==> config.mk <==
export PLATFORM = sky130hd
export DESIGN_NAME = noise_cascaded_bandpass_voice_core
export DESIGN_NICKNAME = d
export VERILOG_FILES = /design/src/ncbv_pkg.sv /design/src/ncbv_ctrl.sv /design/src/ncbv_datapath.sv /design/src/noise_cascaded_bandpass_voice_core.sv
export SDC_FILE = /design/constraint.sdc
export NUM_CORES = 2
export LEC_CHECK = 0
export ABC_AREA = 0
export BUFFER_PORTS_ARGS = -buffer_cell sky130_fd_sc_hd__buf_2
export CORE_MARGIN = 1.5
export CORE_UTILIZATION = 40
export DETAILED_ROUTE_END_ITERATION = 10
export SLEW_MARGIN = 25
export SYNTH_ARGS = -nofsm -noshare
export SYNTH_HDL_FRONTEND = slang
export SYNTH_SLANG_ARGS = --single-unit
export TNS_END_PERCENT = 1
==> constraint.sdc <==
create_clock -name clk -period 12.3 [get_ports clk]
set_clock_uncertainty 0.1 [all_clocks]
set_input_delay 0.615 -clock clk [delete_from_list [all_inputs] [get_ports clk]]
set_output_delay 0.615 -clock clk [all_outputs]
set_load 0.01 [all_outputs]
==> src/ncbv_pkg.sv <==
// shared types and constants for the cascaded band-pass noise voice
package ncbv_pkg;

    localparam int SECTIONS_DEF = 2;

    localparam int NOISE_W = 16;
    localparam int ENV_W   = 17;
    localparam int MIX_W   = 24;
    localparam int DATA_W  = 24;
    localparam int COEF_W  = 20;
    localparam int GAIN_W  = 16;
    localparam int NUM_COEF = 5;

    localparam int CFG_IDX_W  = 3;
    localparam int CFG_DATA_W = 20;

    localparam int S_TDATA_W = 64;
    localparam int M_TDATA_W = 32;

    // shared multiplier operand widths
    localparam int MUL_A_W = 26;
    localparam int MUL_B_W = 20;
    localparam int PROD_W  = MUL_A_W + MUL_B_W;
    localparam int ACC_W   = 48;

    localparam logic [GAIN_W-1:0] GAIN_RESET = 16'd2560;

    typedef enum logic [CFG_IDX_W-1:0] {
        CFG_B0   = 3'd0,
        CFG_B1   = 3'd1,
        CFG_B2   = 3'd2,
        CFG_A1   = 3'd3,
        CFG_A2   = 3'd4,
        CFG_GAIN = 3'd5
    } cfg_idx_t;

    typedef enum logic [2:0] {
        OP_B0   = 3'd0,
        OP_B1   = 3'd1,
        OP_B2   = 3'd2,
        OP_A1   = 3'd3,
        OP_A2   = 3'd4,
        OP_GAIN = 3'd5,
        OP_ENV  = 3'd6
    } mul_op_t;

    typedef struct packed {
        logic    load_in;
        logic    mul_en;
        mul_op_t mul_op;
        logic    acc_clr;
        logic    acc_add;
        logic    sec_update;
        logic    clip_load;
        logic    out_load;
    } ctrl_cmd_t;

    typedef struct packed {
        logic out_full;
    } dp_status_t;

endpackage

==> src/ncbv_ctrl.sv <==
// sequencing state machine for the shared-multiplier filter datapath
module ncbv_ctrl #(
    parameter int SECTIONS = ncbv_pkg::SECTIONS_DEF,
    parameter int SEC_W    = (SECTIONS > 1) ? $clog2(SECTIONS) : 1
) (
    input  logic                 clk,
    input  logic                 rst_n,
    input  logic                 s_tvalid,
    output logic                 s_tready,
    input  ncbv_pkg::dp_status_t status,
    output ncbv_pkg::ctrl_cmd_t  cmd,
    output logic [SEC_W-1:0]     sec_idx
);

    typedef enum logic [7:0] {
        S_IDLE = 8'b0000_0001,
        S_MAC  = 8'b0000_0010,
        S_ACC  = 8'b0000_0100,
        S_SEC  = 8'b0000_1000,
        S_GMUL = 8'b0001_0000,
        S_CLIP = 8'b0010_0000,
        S_EMUL = 8'b0100_0000,
        S_MIX  = 8'b1000_0000
    } state_t;

    localparam logic [2:0]       LAST_TERM = 3'(ncbv_pkg::NUM_COEF - 1);
    localparam logic [SEC_W-1:0] LAST_SEC  = SEC_W'(SECTIONS - 1);

    state_t            state_reg, state_next;
    logic [2:0]        term_reg, term_next;
    logic [SEC_W-1:0]  sec_reg, sec_next;

    always_ff @(posedge clk or negedge rst_n)
    begin
        if (!rst_n)
        begin
            state_reg <= S_IDLE;
            term_reg  <= '0;
            sec_reg   <= '0;
        end
        else
        begin
            state_reg <= state_next;
            term_reg  <= term_next;
            sec_reg   <= sec_next;
        end
    end

    always_comb
    begin
        state_next = state_reg;
        term_next  = term_reg;
        sec_next   = sec_reg;
        cmd        = '0;
        cmd.mul_op = ncbv_pkg::OP_B0;
        case (state_reg)
            S_IDLE:
            begin
                if (s_tvalid)
                begin
                    cmd.load_in = 1'b1;
                    term_next   = '0;
                    sec_next    = '0;
                    state_next  = S_MAC;
                end
            end
            S_MAC:
            begin
                cmd.mul_en = 1'b1;
                case (term_reg)
                    3'd0:    cmd.mul_op = ncbv_pkg::OP_B0;
                    3'd1:    cmd.mul_op = ncbv_pkg::OP_B1;
                    3'd2:    cmd.mul_op = ncbv_pkg::OP_B2;
                    3'd3:    cmd.mul_op = ncbv_pkg::OP_A1;
                    default: cmd.mul_op = ncbv_pkg::OP_A2;
                endcase
                // first term clears, later terms fold in the previous product
                if (term_reg == 3'd0)
                    cmd.acc_clr = 1'b1;
                else
                    cmd.acc_add = 1'b1;
                if (term_reg == LAST_TERM)
                    state_next = S_ACC;
                else
                    term_next = term_reg + 3'd1;
            end
            S_ACC:
            begin
                cmd.acc_add = 1'b1;
                state_next  = S_SEC;
            end
            S_SEC:
            begin
                cmd.sec_update = 1'b1;
                term_next      = '0;
                if (sec_reg == LAST_SEC)
                    state_next = S_GMUL;
                else
                begin
                    sec_next   = sec_reg + 1'b1;
                    state_next = S_MAC;
                end
            end
            S_GMUL:
            begin
                cmd.mul_en = 1'b1;
                cmd.mul_op = ncbv_pkg::OP_GAIN;
                state_next = S_CLIP;
            end
            S_CLIP:
            begin
                cmd.clip_load = 1'b1;
                state_next    = S_EMUL;
            end
            S_EMUL:
            begin
                cmd.mul_en = 1'b1;
                cmd.mul_op = ncbv_pkg::OP_ENV;
                state_next = S_MIX;
            end
            S_MIX:
            begin
                if (!status.out_full)
                begin
                    cmd.out_load = 1'b1;
                    state_next   = S_IDLE;
                end
            end
            default:
            begin
                state_next = S_IDLE;
            end
        endcase
    end

    assign s_tready = (state_reg == S_IDLE);
    assign sec_idx  = sec_reg;

endmodule

==> src/ncbv_datapath.sv <==
// registers, shared multiplier, accumulator and output stage
module ncbv_datapath #(
    parameter int SECTIONS = ncbv_pkg::SECTIONS_DEF,
    parameter int SEC_W    = (SECTIONS > 1) ? $clog2(SECTIONS) : 1
) (
    input  logic                                clk,
    input  logic                                rst_n,
    input  logic                                cfg_we,
    input  logic [ncbv_pkg::CFG_IDX_W-1:0]      cfg_index,
    input  logic [ncbv_pkg::CFG_DATA_W-1:0]     cfg_data,
    input  logic [ncbv_pkg::NOISE_W-1:0]        noise_word,
    input  logic [ncbv_pkg::ENV_W-1:0]          envelope_level,
    input  logic signed [ncbv_pkg::MIX_W-1:0]   mix_in,
    input  ncbv_pkg::ctrl_cmd_t                 cmd,
    input  logic [SEC_W-1:0]                    sec_idx,
    output ncbv_pkg::dp_status_t                status,
    input  logic                                m_tready,
    output logic                                m_tvalid,
    output logic signed [ncbv_pkg::MIX_W-1:0]   mix_out,
    output logic                                clip_flag
);

    localparam int DW = ncbv_pkg::DATA_W;
    localparam int PW = ncbv_pkg::PROD_W;
    localparam int AW = ncbv_pkg::ACC_W;
    localparam int MW = ncbv_pkg::MIX_W;

    localparam logic signed [31:0]   DATA_MAX  = 32'sd8388607;
    localparam logic signed [31:0]   DATA_MIN  = -32'sd8388608;
    localparam logic signed [PW-1:0] UNITY_POS = PW'(64'sd16777216);
    localparam logic signed [PW-1:0] UNITY_NEG = PW'(-64'sd16777216);

    logic signed [ncbv_pkg::COEF_W-1:0] coef_reg [ncbv_pkg::NUM_COEF];
    logic [ncbv_pkg::GAIN_W-1:0]        gain_reg;

    logic signed [DW-1:0] in_d1_reg  [SECTIONS];
    logic signed [DW-1:0] in_d2_reg  [SECTIONS];
    logic signed [DW-1:0] out_d1_reg [SECTIONS];
    logic signed [DW-1:0] out_d2_reg [SECTIONS];

    logic signed [DW-1:0]             x_reg;
    logic [ncbv_pkg::ENV_W-1:0]       env_reg;
    logic signed [MW-1:0]             mix_reg;
    logic signed [PW-1:0]             prod_reg;
    logic signed [AW-1:0]             acc_reg;
    logic signed [ncbv_pkg::MUL_A_W-1:0] g_reg;
    logic                             clip_reg;
    logic signed [MW-1:0]             out_mix_reg;
    logic                             out_clip_reg;
    logic                             out_valid_reg;

    logic signed [ncbv_pkg::MUL_A_W-1:0] mul_a;
    logic signed [ncbv_pkg::MUL_B_W-1:0] mul_b;
    logic signed [PW-1:0]                prod_next;
    logic signed [ncbv_pkg::NOISE_W-1:0] noise_s;
    logic signed [AW-1:0]                acc_rnd;
    logic signed [31:0]                  acc_q;
    logic signed [DW-1:0]                sec_y;
    logic signed [PW-1:0]                env_rnd;
    logic signed [20:0]                  env_e;
    logic signed [MW:0]                  mix_sum;
    logic signed [MW-1:0]                mix_sat;

    // configuration registers
    always_ff @(posedge clk or negedge rst_n)
    begin
        if (!rst_n)
        begin
            for (int i = 0; i < ncbv_pkg::NUM_COEF; i++)
                coef_reg[i] <= '0;
            gain_reg <= ncbv_pkg::GAIN_RESET;
        end
        else if (cfg_we)
        begin
            case (cfg_index)
                ncbv_pkg::CFG_B0:   coef_reg[0] <= cfg_data;
                ncbv_pkg::CFG_B1:   coef_reg[1] <= cfg_data;
                ncbv_pkg::CFG_B2:   coef_reg[2] <= cfg_data;
                ncbv_pkg::CFG_A1:   coef_reg[3] <= cfg_data;
                ncbv_pkg::CFG_A2:   coef_reg[4] <= cfg_data;
                ncbv_pkg::CFG_GAIN: gain_reg    <= cfg_data[ncbv_pkg::GAIN_W-1:0];
                default:            ;
            endcase
        end
    end

    // operand select for the shared multiplier
    always_comb
    begin
        case (cmd.mul_op)
            ncbv_pkg::OP_B0:
            begin
                mul_a = ncbv_pkg::MUL_A_W'(x_reg);
                mul_b = coef_reg[0];
            end
            ncbv_pkg::OP_B1:
            begin
                mul_a = ncbv_pkg::MUL_A_W'(in_d1_reg[sec_idx]);
                mul_b = coef_reg[1];
            end
            ncbv_pkg::OP_B2:
            begin
                mul_a = ncbv_pkg::MUL_A_W'(in_d2_reg[sec_idx]);
                mul_b = coef_reg[2];
            end
            ncbv_pkg::OP_A1:
            begin
                mul_a = ncbv_pkg::MUL_A_W'(out_d1_reg[sec_idx]);
                mul_b = coef_reg[3];
            end
            ncbv_pkg::OP_A2:
            begin
                mul_a = ncbv_pkg::MUL_A_W'(out_d2_reg[sec_idx]);
                mul_b = coef_reg[4];
            end
            ncbv_pkg::OP_GAIN:
            begin
                mul_a = ncbv_pkg::MUL_A_W'(x_reg);
                mul_b = $signed({4'b0000, gain_reg});
            end
            ncbv_pkg::OP_ENV:
            begin
                mul_a = g_reg;
                mul_b = $signed({3'b000, env_reg});
            end
            default:
            begin
                mul_a = '0;
                mul_b = '0;
            end
        endcase
    end

    assign prod_next = mul_a * mul_b;

    // q1.15 noise sample, doubled into q8.16
    assign noise_s = $signed(noise_word ^ 16'h8000);

    // section output: round half up to q8.16, saturate to 24 bits
    assign acc_rnd = acc_reg + AW'(32768);
    assign acc_q   = acc_rnd[AW-1:16];
    always_comb
    begin
        if (acc_q > DATA_MAX)
            sec_y = DW'(DATA_MAX);
        else if (acc_q < DATA_MIN)
            sec_y = DW'(DATA_MIN);
        else
            sec_y = acc_q[DW-1:0];
    end

    // enveloped sample rounded to q1.15, then saturating mix add
    assign env_rnd = prod_reg + PW'(64'sd16777216);
    assign env_e   = env_rnd[PW-1:25];
    assign mix_sum = {mix_reg[MW-1], mix_reg} + {{(MW - 20){env_e[20]}}, env_e};
    always_comb
    begin
        if (mix_sum[MW] != mix_sum[MW-1])
            mix_sat = mix_sum[MW] ? {1'b1, {(MW-1){1'b0}}} : {1'b0, {(MW-1){1'b1}}};
        else
            mix_sat = mix_sum[MW-1:0];
    end

    // working registers
    always_ff @(posedge clk)
    begin
        if (cmd.load_in)
        begin
            x_reg   <= {{(DW - ncbv_pkg::NOISE_W - 1){noise_s[ncbv_pkg::NOISE_W-1]}},
                        noise_s, 1'b0};
            env_reg <= envelope_level;
            mix_reg <= mix_in;
        end
        else if (cmd.sec_update)
            x_reg <= sec_y;

        if (cmd.mul_en)
            prod_reg <= prod_next;

        if (cmd.acc_clr)
            acc_reg <= '0;
        else if (cmd.acc_add)
            acc_reg <= acc_reg + AW'(prod_reg);

        if (cmd.clip_load)
        begin
            if (prod_reg > UNITY_POS)
            begin
                g_reg    <= UNITY_POS[ncbv_pkg::MUL_A_W-1:0];
                clip_reg <= 1'b1;
            end
            else if (prod_reg < UNITY_NEG)
            begin
                g_reg    <= UNITY_NEG[ncbv_pkg::MUL_A_W-1:0];
                clip_reg <= 1'b1;
            end
            else
            begin
                g_reg    <= prod_reg[ncbv_pkg::MUL_A_W-1:0];
                clip_reg <= 1'b0;
            end
        end

        if (cmd.out_load)
        begin
            out_mix_reg  <= mix_sat;
            out_clip_reg <= clip_reg;
        end
    end

    // per-section delay lines
    always_ff @(posedge clk or negedge rst_n)
    begin
        if (!rst_n)
        begin
            for (int i = 0; i < SECTIONS; i++)
            begin
                in_d1_reg[i]  <= '0;
                in_d2_reg[i]  <= '0;
                out_d1_reg[i] <= '0;
                out_d2_reg[i] <= '0;
            end
        end
        else if (cmd.sec_update)
        begin
            in_d2_reg[sec_idx]  <= in_d1_reg[sec_idx];
            in_d1_reg[sec_idx]  <= x_reg;
            out_d2_reg[sec_idx] <= out_d1_reg[sec_idx];
            out_d1_reg[sec_idx] <= sec_y;
        end
    end

    // output holding register
    always_ff @(posedge clk or negedge rst_n)
    begin
        if (!rst_n)
            out_valid_reg <= 1'b0;
        else if (cmd.out_load)
            out_valid_reg <= 1'b1;
        else if (m_tready)
            out_valid_reg <= 1'b0;
    end

    assign status.out_full = out_valid_reg & ~m_tready;
    assign m_tvalid        = out_valid_reg;
    assign mix_out         = out_mix_reg;
    assign clip_flag       = out_clip_reg;

endmodule

==> src/noise_cascaded_bandpass_voice_core.sv <==
// top level of the cascaded band-pass noise voice
//
// one noise word per audio sample is centered to q1.15, filtered through
// SECTIONS cascaded biquad sections sharing one coefficient set (b0 b1 b2 a1 a2,
// feedback terms added), scaled by the q8.8 gain, clipped to +-1.0 (clip_flag
// marks it), scaled by the per-sample q1.16 envelope and added to mix_in with
// 24-bit saturation. every product goes through one shared 26x20 multiplier,
// so each item is worked through step by step from accept to result: five
// products plus accumulate and round per section, then gain, clip, envelope
// and mix. items are handled one at a time; the result sits in an output
// register, so the next transaction is accepted while it waits, and the mix
// step holds only if the previous result is still untaken.
// configuration writes take effect at once and belong in idle periods.
module noise_cascaded_bandpass_voice_core #(
    parameter int SECTIONS = ncbv_pkg::SECTIONS_DEF
) (
    input  logic                                clk,
    input  logic                                rst_n,
    // configuration write port: 0..4 coefficients b0 b1 b2 a1 a2, 5 gain
    input  logic                                cfg_we,
    input  logic [ncbv_pkg::CFG_IDX_W-1:0]      cfg_index,
    input  logic [ncbv_pkg::CFG_DATA_W-1:0]     cfg_data,
    // input stream
    input  logic                                s_tvalid,
    output logic                                s_tready,
    // [15:0] noise_word, [32:16] envelope_level, [56:33] mix_in, rest zero
    input  logic [ncbv_pkg::S_TDATA_W-1:0]      s_tdata,
    // output stream
    output logic                                m_tvalid,
    input  logic                                m_tready,
    // [23:0] mix_out, [24] clip_flag, rest zero
    output logic [ncbv_pkg::M_TDATA_W-1:0]      m_tdata
);

    localparam int SEC_W = (SECTIONS > 1) ? $clog2(SECTIONS) : 1;

    ncbv_pkg::ctrl_cmd_t            cmd;
    ncbv_pkg::dp_status_t           status;
    logic [SEC_W-1:0]               sec_idx;
    logic signed [ncbv_pkg::MIX_W-1:0] mix_out;
    logic                           clip_flag;

    // sequencer
    ncbv_ctrl #(
        .SECTIONS (SECTIONS),
        .SEC_W    (SEC_W)
    ) u_ctrl (
        .clk      (clk),
        .rst_n    (rst_n),
        .s_tvalid (s_tvalid),
        .s_tready (s_tready),
        .status   (status),
        .cmd      (cmd),
        .sec_idx  (sec_idx)
    );

    // filter, gain, envelope and mix datapath
    ncbv_datapath #(
        .SECTIONS (SECTIONS),
        .SEC_W    (SEC_W)
    ) u_datapath (
        .clk            (clk),
        .rst_n          (rst_n),
        .cfg_we         (cfg_we),
        .cfg_index      (cfg_index),
        .cfg_data       (cfg_data),
        .noise_word     (s_tdata[15:0]),
        .envelope_level (s_tdata[32:16]),
        .mix_in         ($signed(s_tdata[56:33])),
        .cmd            (cmd),
        .sec_idx        (sec_idx),
        .status         (status),
        .m_tready       (m_tready),
        .m_tvalid       (m_tvalid),
        .mix_out        (mix_out),
        .clip_flag      (clip_flag)
    );

    // pack result transaction, lowest field first
    assign m_tdata = {7'b0000000, clip_flag, mix_out};

endmodule

==> flow_metrics.tcl <==
set metrics [dict create \
    worst_slack_ns 1.55 \
    drive_above_1_share_pct 9.74 \
    cp.arrival_ns 11.04 \
    rsz0062_at_grt "false" \
    synthFlopType "dfrtp_1" \
    syn_inst 4804 \
    clock_latency_ns 0.65 \
    dpl_worst_slack_ns 1.60 \
    cp-start-kind "flip-flop" \
    grt_usage_pct 22.8 \
    critPathCaptureType "flip-flop" \
    yosysSeqAreaShare_pct 30.6 \
    clock.fmax_ghz 0.0930 \
    grt_pass1_vias 34300 \
    synthTopCellsByArea "fa_1 23%, dfrtp_1 18%, edfxtp_1 11%" \
    vias_per_cell 5.37 \
    hold_viol 0 \
    io_pins 126 \
    first_pass_iters 8 \
    io_buffer_count 111 \
    crit_slowest_cell "or3_1" \
    syn_area_um2 45400 \
    clk_pin_slew_ns 0.06 \
    slew_violations 0 \
    slew_headroom_pct 29.1 \
    post-synth-top-area-cell "fa_1" \
    drc 0 \
    die_h_um 340 \
    crit_family "adder cells" \
    cpMostUsedCell "fa_1" \
    drt_iter0_drc 2794 \
    postSynthAreaPerCell_um2 9.45 \
    yosysMostFrequentCell "nand2_1" \
    critical_path_peak_fanout 12 \
    gp_congestion 0.884 \
    fp-row-count 123 \
    cts_max_level 2 \
    dp_hpwl_um 98000 \
    drt_wl_total_um 131000 \
    maxCapViolCount 0 \
    die-area_um2 116000 \
    critPathMaxStageDelay_ns 0.78 \
    core_um2 112000 \
    place_area_um2 47600 \
    vias 34200 \
    wl_per_cell_um 20.6 \
    fin_crit_ns 10.75 \
    worstPathRequired_ns 12.59 \
    grt-ovfl-total 0 \
    setup_viol 0 \
    cts_buffers 56 \
    worst-path-buf-inv 5 \
    outcome "completed" \
    tightest_slew_ns 1.06 \
    largest_register_ffs 100 \
    netlist_top_cells_count "922 x nand2_1, 685 x inv_1, 531 x fa_1, 318 x dfrtp_1, 278 x nor2_1" \
    die_w_um 340 \
    detail-route-antenna-nets 0 \
    cts.sinks 532 \
    crit_type "reg2reg" \
    syn2layout_area_growth_pct 8.93 \
    ys_types 87 \
    tns_ns 0 \
    ys_warn_count 0 \
    grt_max_degree 164 \
    cts-root-buf "clkbuf_16" \
    yosysTopAreaCellShare_pct 23.4 \
    grt_first_pass_wirelength_um 204000 \
    clockBufferDepth 3 \
    ys_async_sr_fraction_pct 60.3 \
    cts_tree "done" \
    synth-edff-count 162 \
    nNetsFinal 5652 \
    antenna_found_initial 2 \
    fin_crit_sh_pct 87.4 \
    ys_ff_latch 532 \
    n_antenna_cell 0 \
    start_util_pct 40.4 \
    design_area_um2 49500 \
    hold_path_class "in2reg" \
]
[placed cells by master (no fill, tap or decap), types with 76 or more instances in the layout]
master / n
xnor2_1: 106
buf_2: 110
buf_4: 76
edfxtp_1: 162
mux2_2: 140
a21oi_1: 271
nor2_1: 273
dfrtp_1: 317
ha_1: 198
nand2_1: 918
o21ai_0: 139
fa_1: 531
inv_1: 684
[metrics by stage]
stage | util, % | std cells | hold slack (ns)
6_report | 44.0 | 6378 | 0.0408
5_1_grt | 44.0 | 6378 | 0.0210
4_1_cts | 44.0 | 6377 | 0.00501
3_5_place_dp | 42.3 | 6271 | 0.305
3_3_place_gp | 42.3 | 6271 | 0.307
2_1_floorplan | - | 4810 | 0.219
[final timing paths]
kind | to | startpoint | depth (start not counted) | slack (ns)
setup / recovery | u_datapath.prod_reg[42] | u_ctrl.state_reg[2] | 31 | 1.55
hold / removal | u_datapath.mix_reg[19] | s_tdata[52] | 1 | 0.04
setup reg to reg | u_datapath.prod_reg[42] | u_ctrl.state_reg[2] | 31 | 1.55
hold reg to reg | u_datapath.clip_flag | u_datapath.clip_reg | 0 | 0.32
max in group asynchronous | u_ctrl.sec_idx | rst_n | 3 | 10.10
min in group asynchronous | u_datapath.in_d1_reg[46] | rst_n | 2 | 0.47
[timing repair]
item                                   in CTS  in global routing
gates resized for setup                     0                  0
endpoints found under the hold margin      90                  0
buffers inserted                            0                  0
hold buffers                                1                  0
setup endpoints to repair                   0                  0
[area by class of cell]
cell class                      instances  area, µm²
Clock buffer                           68       1470
Clock inverter                         37        347
Fill cell                           10900      63000
Inverter                              686       2580
Multi-Input combinational cell       3365      28100
Sequential cell                       532      13900
Tap cell                             1500       1880
Timing Repair Buffer                  190       1180
[layer usage]
metal / global-route usage [%] / up-vias / share of wire, %
met5: 0 / - / 0
met4: 6.91 / 0 / 2.9
met3: 2.66 / 209 / 5.8
met2: 36.9 / 981 / 47
met1: 31.9 / 17500 / 44
li1: - / 15600 / -
[cell families after synthesis]
| kind of cell | Yosys count | share of synthesized area, % |
|---|---|---|
| AO/OA/AOI/OAI | 717 | 9.90 |
| XOR/XNOR | 156 | 3.01 |
| adder cells (fa/ha/maj) | 732 | 28.9 |
| buffers and inverters | 913 | 7.81 |
| flip-flops | 532 | 30.6 |
| multiplexers | 214 | 5.10 |
| other | 1 | 0.00826 |
| AND/OR/NAND/NOR | 1539 | 14.7 |
Power is left out: the tool's default activity adds up to more than one toggle a clock period on the data nets, which glitch-free logic cannot reach.
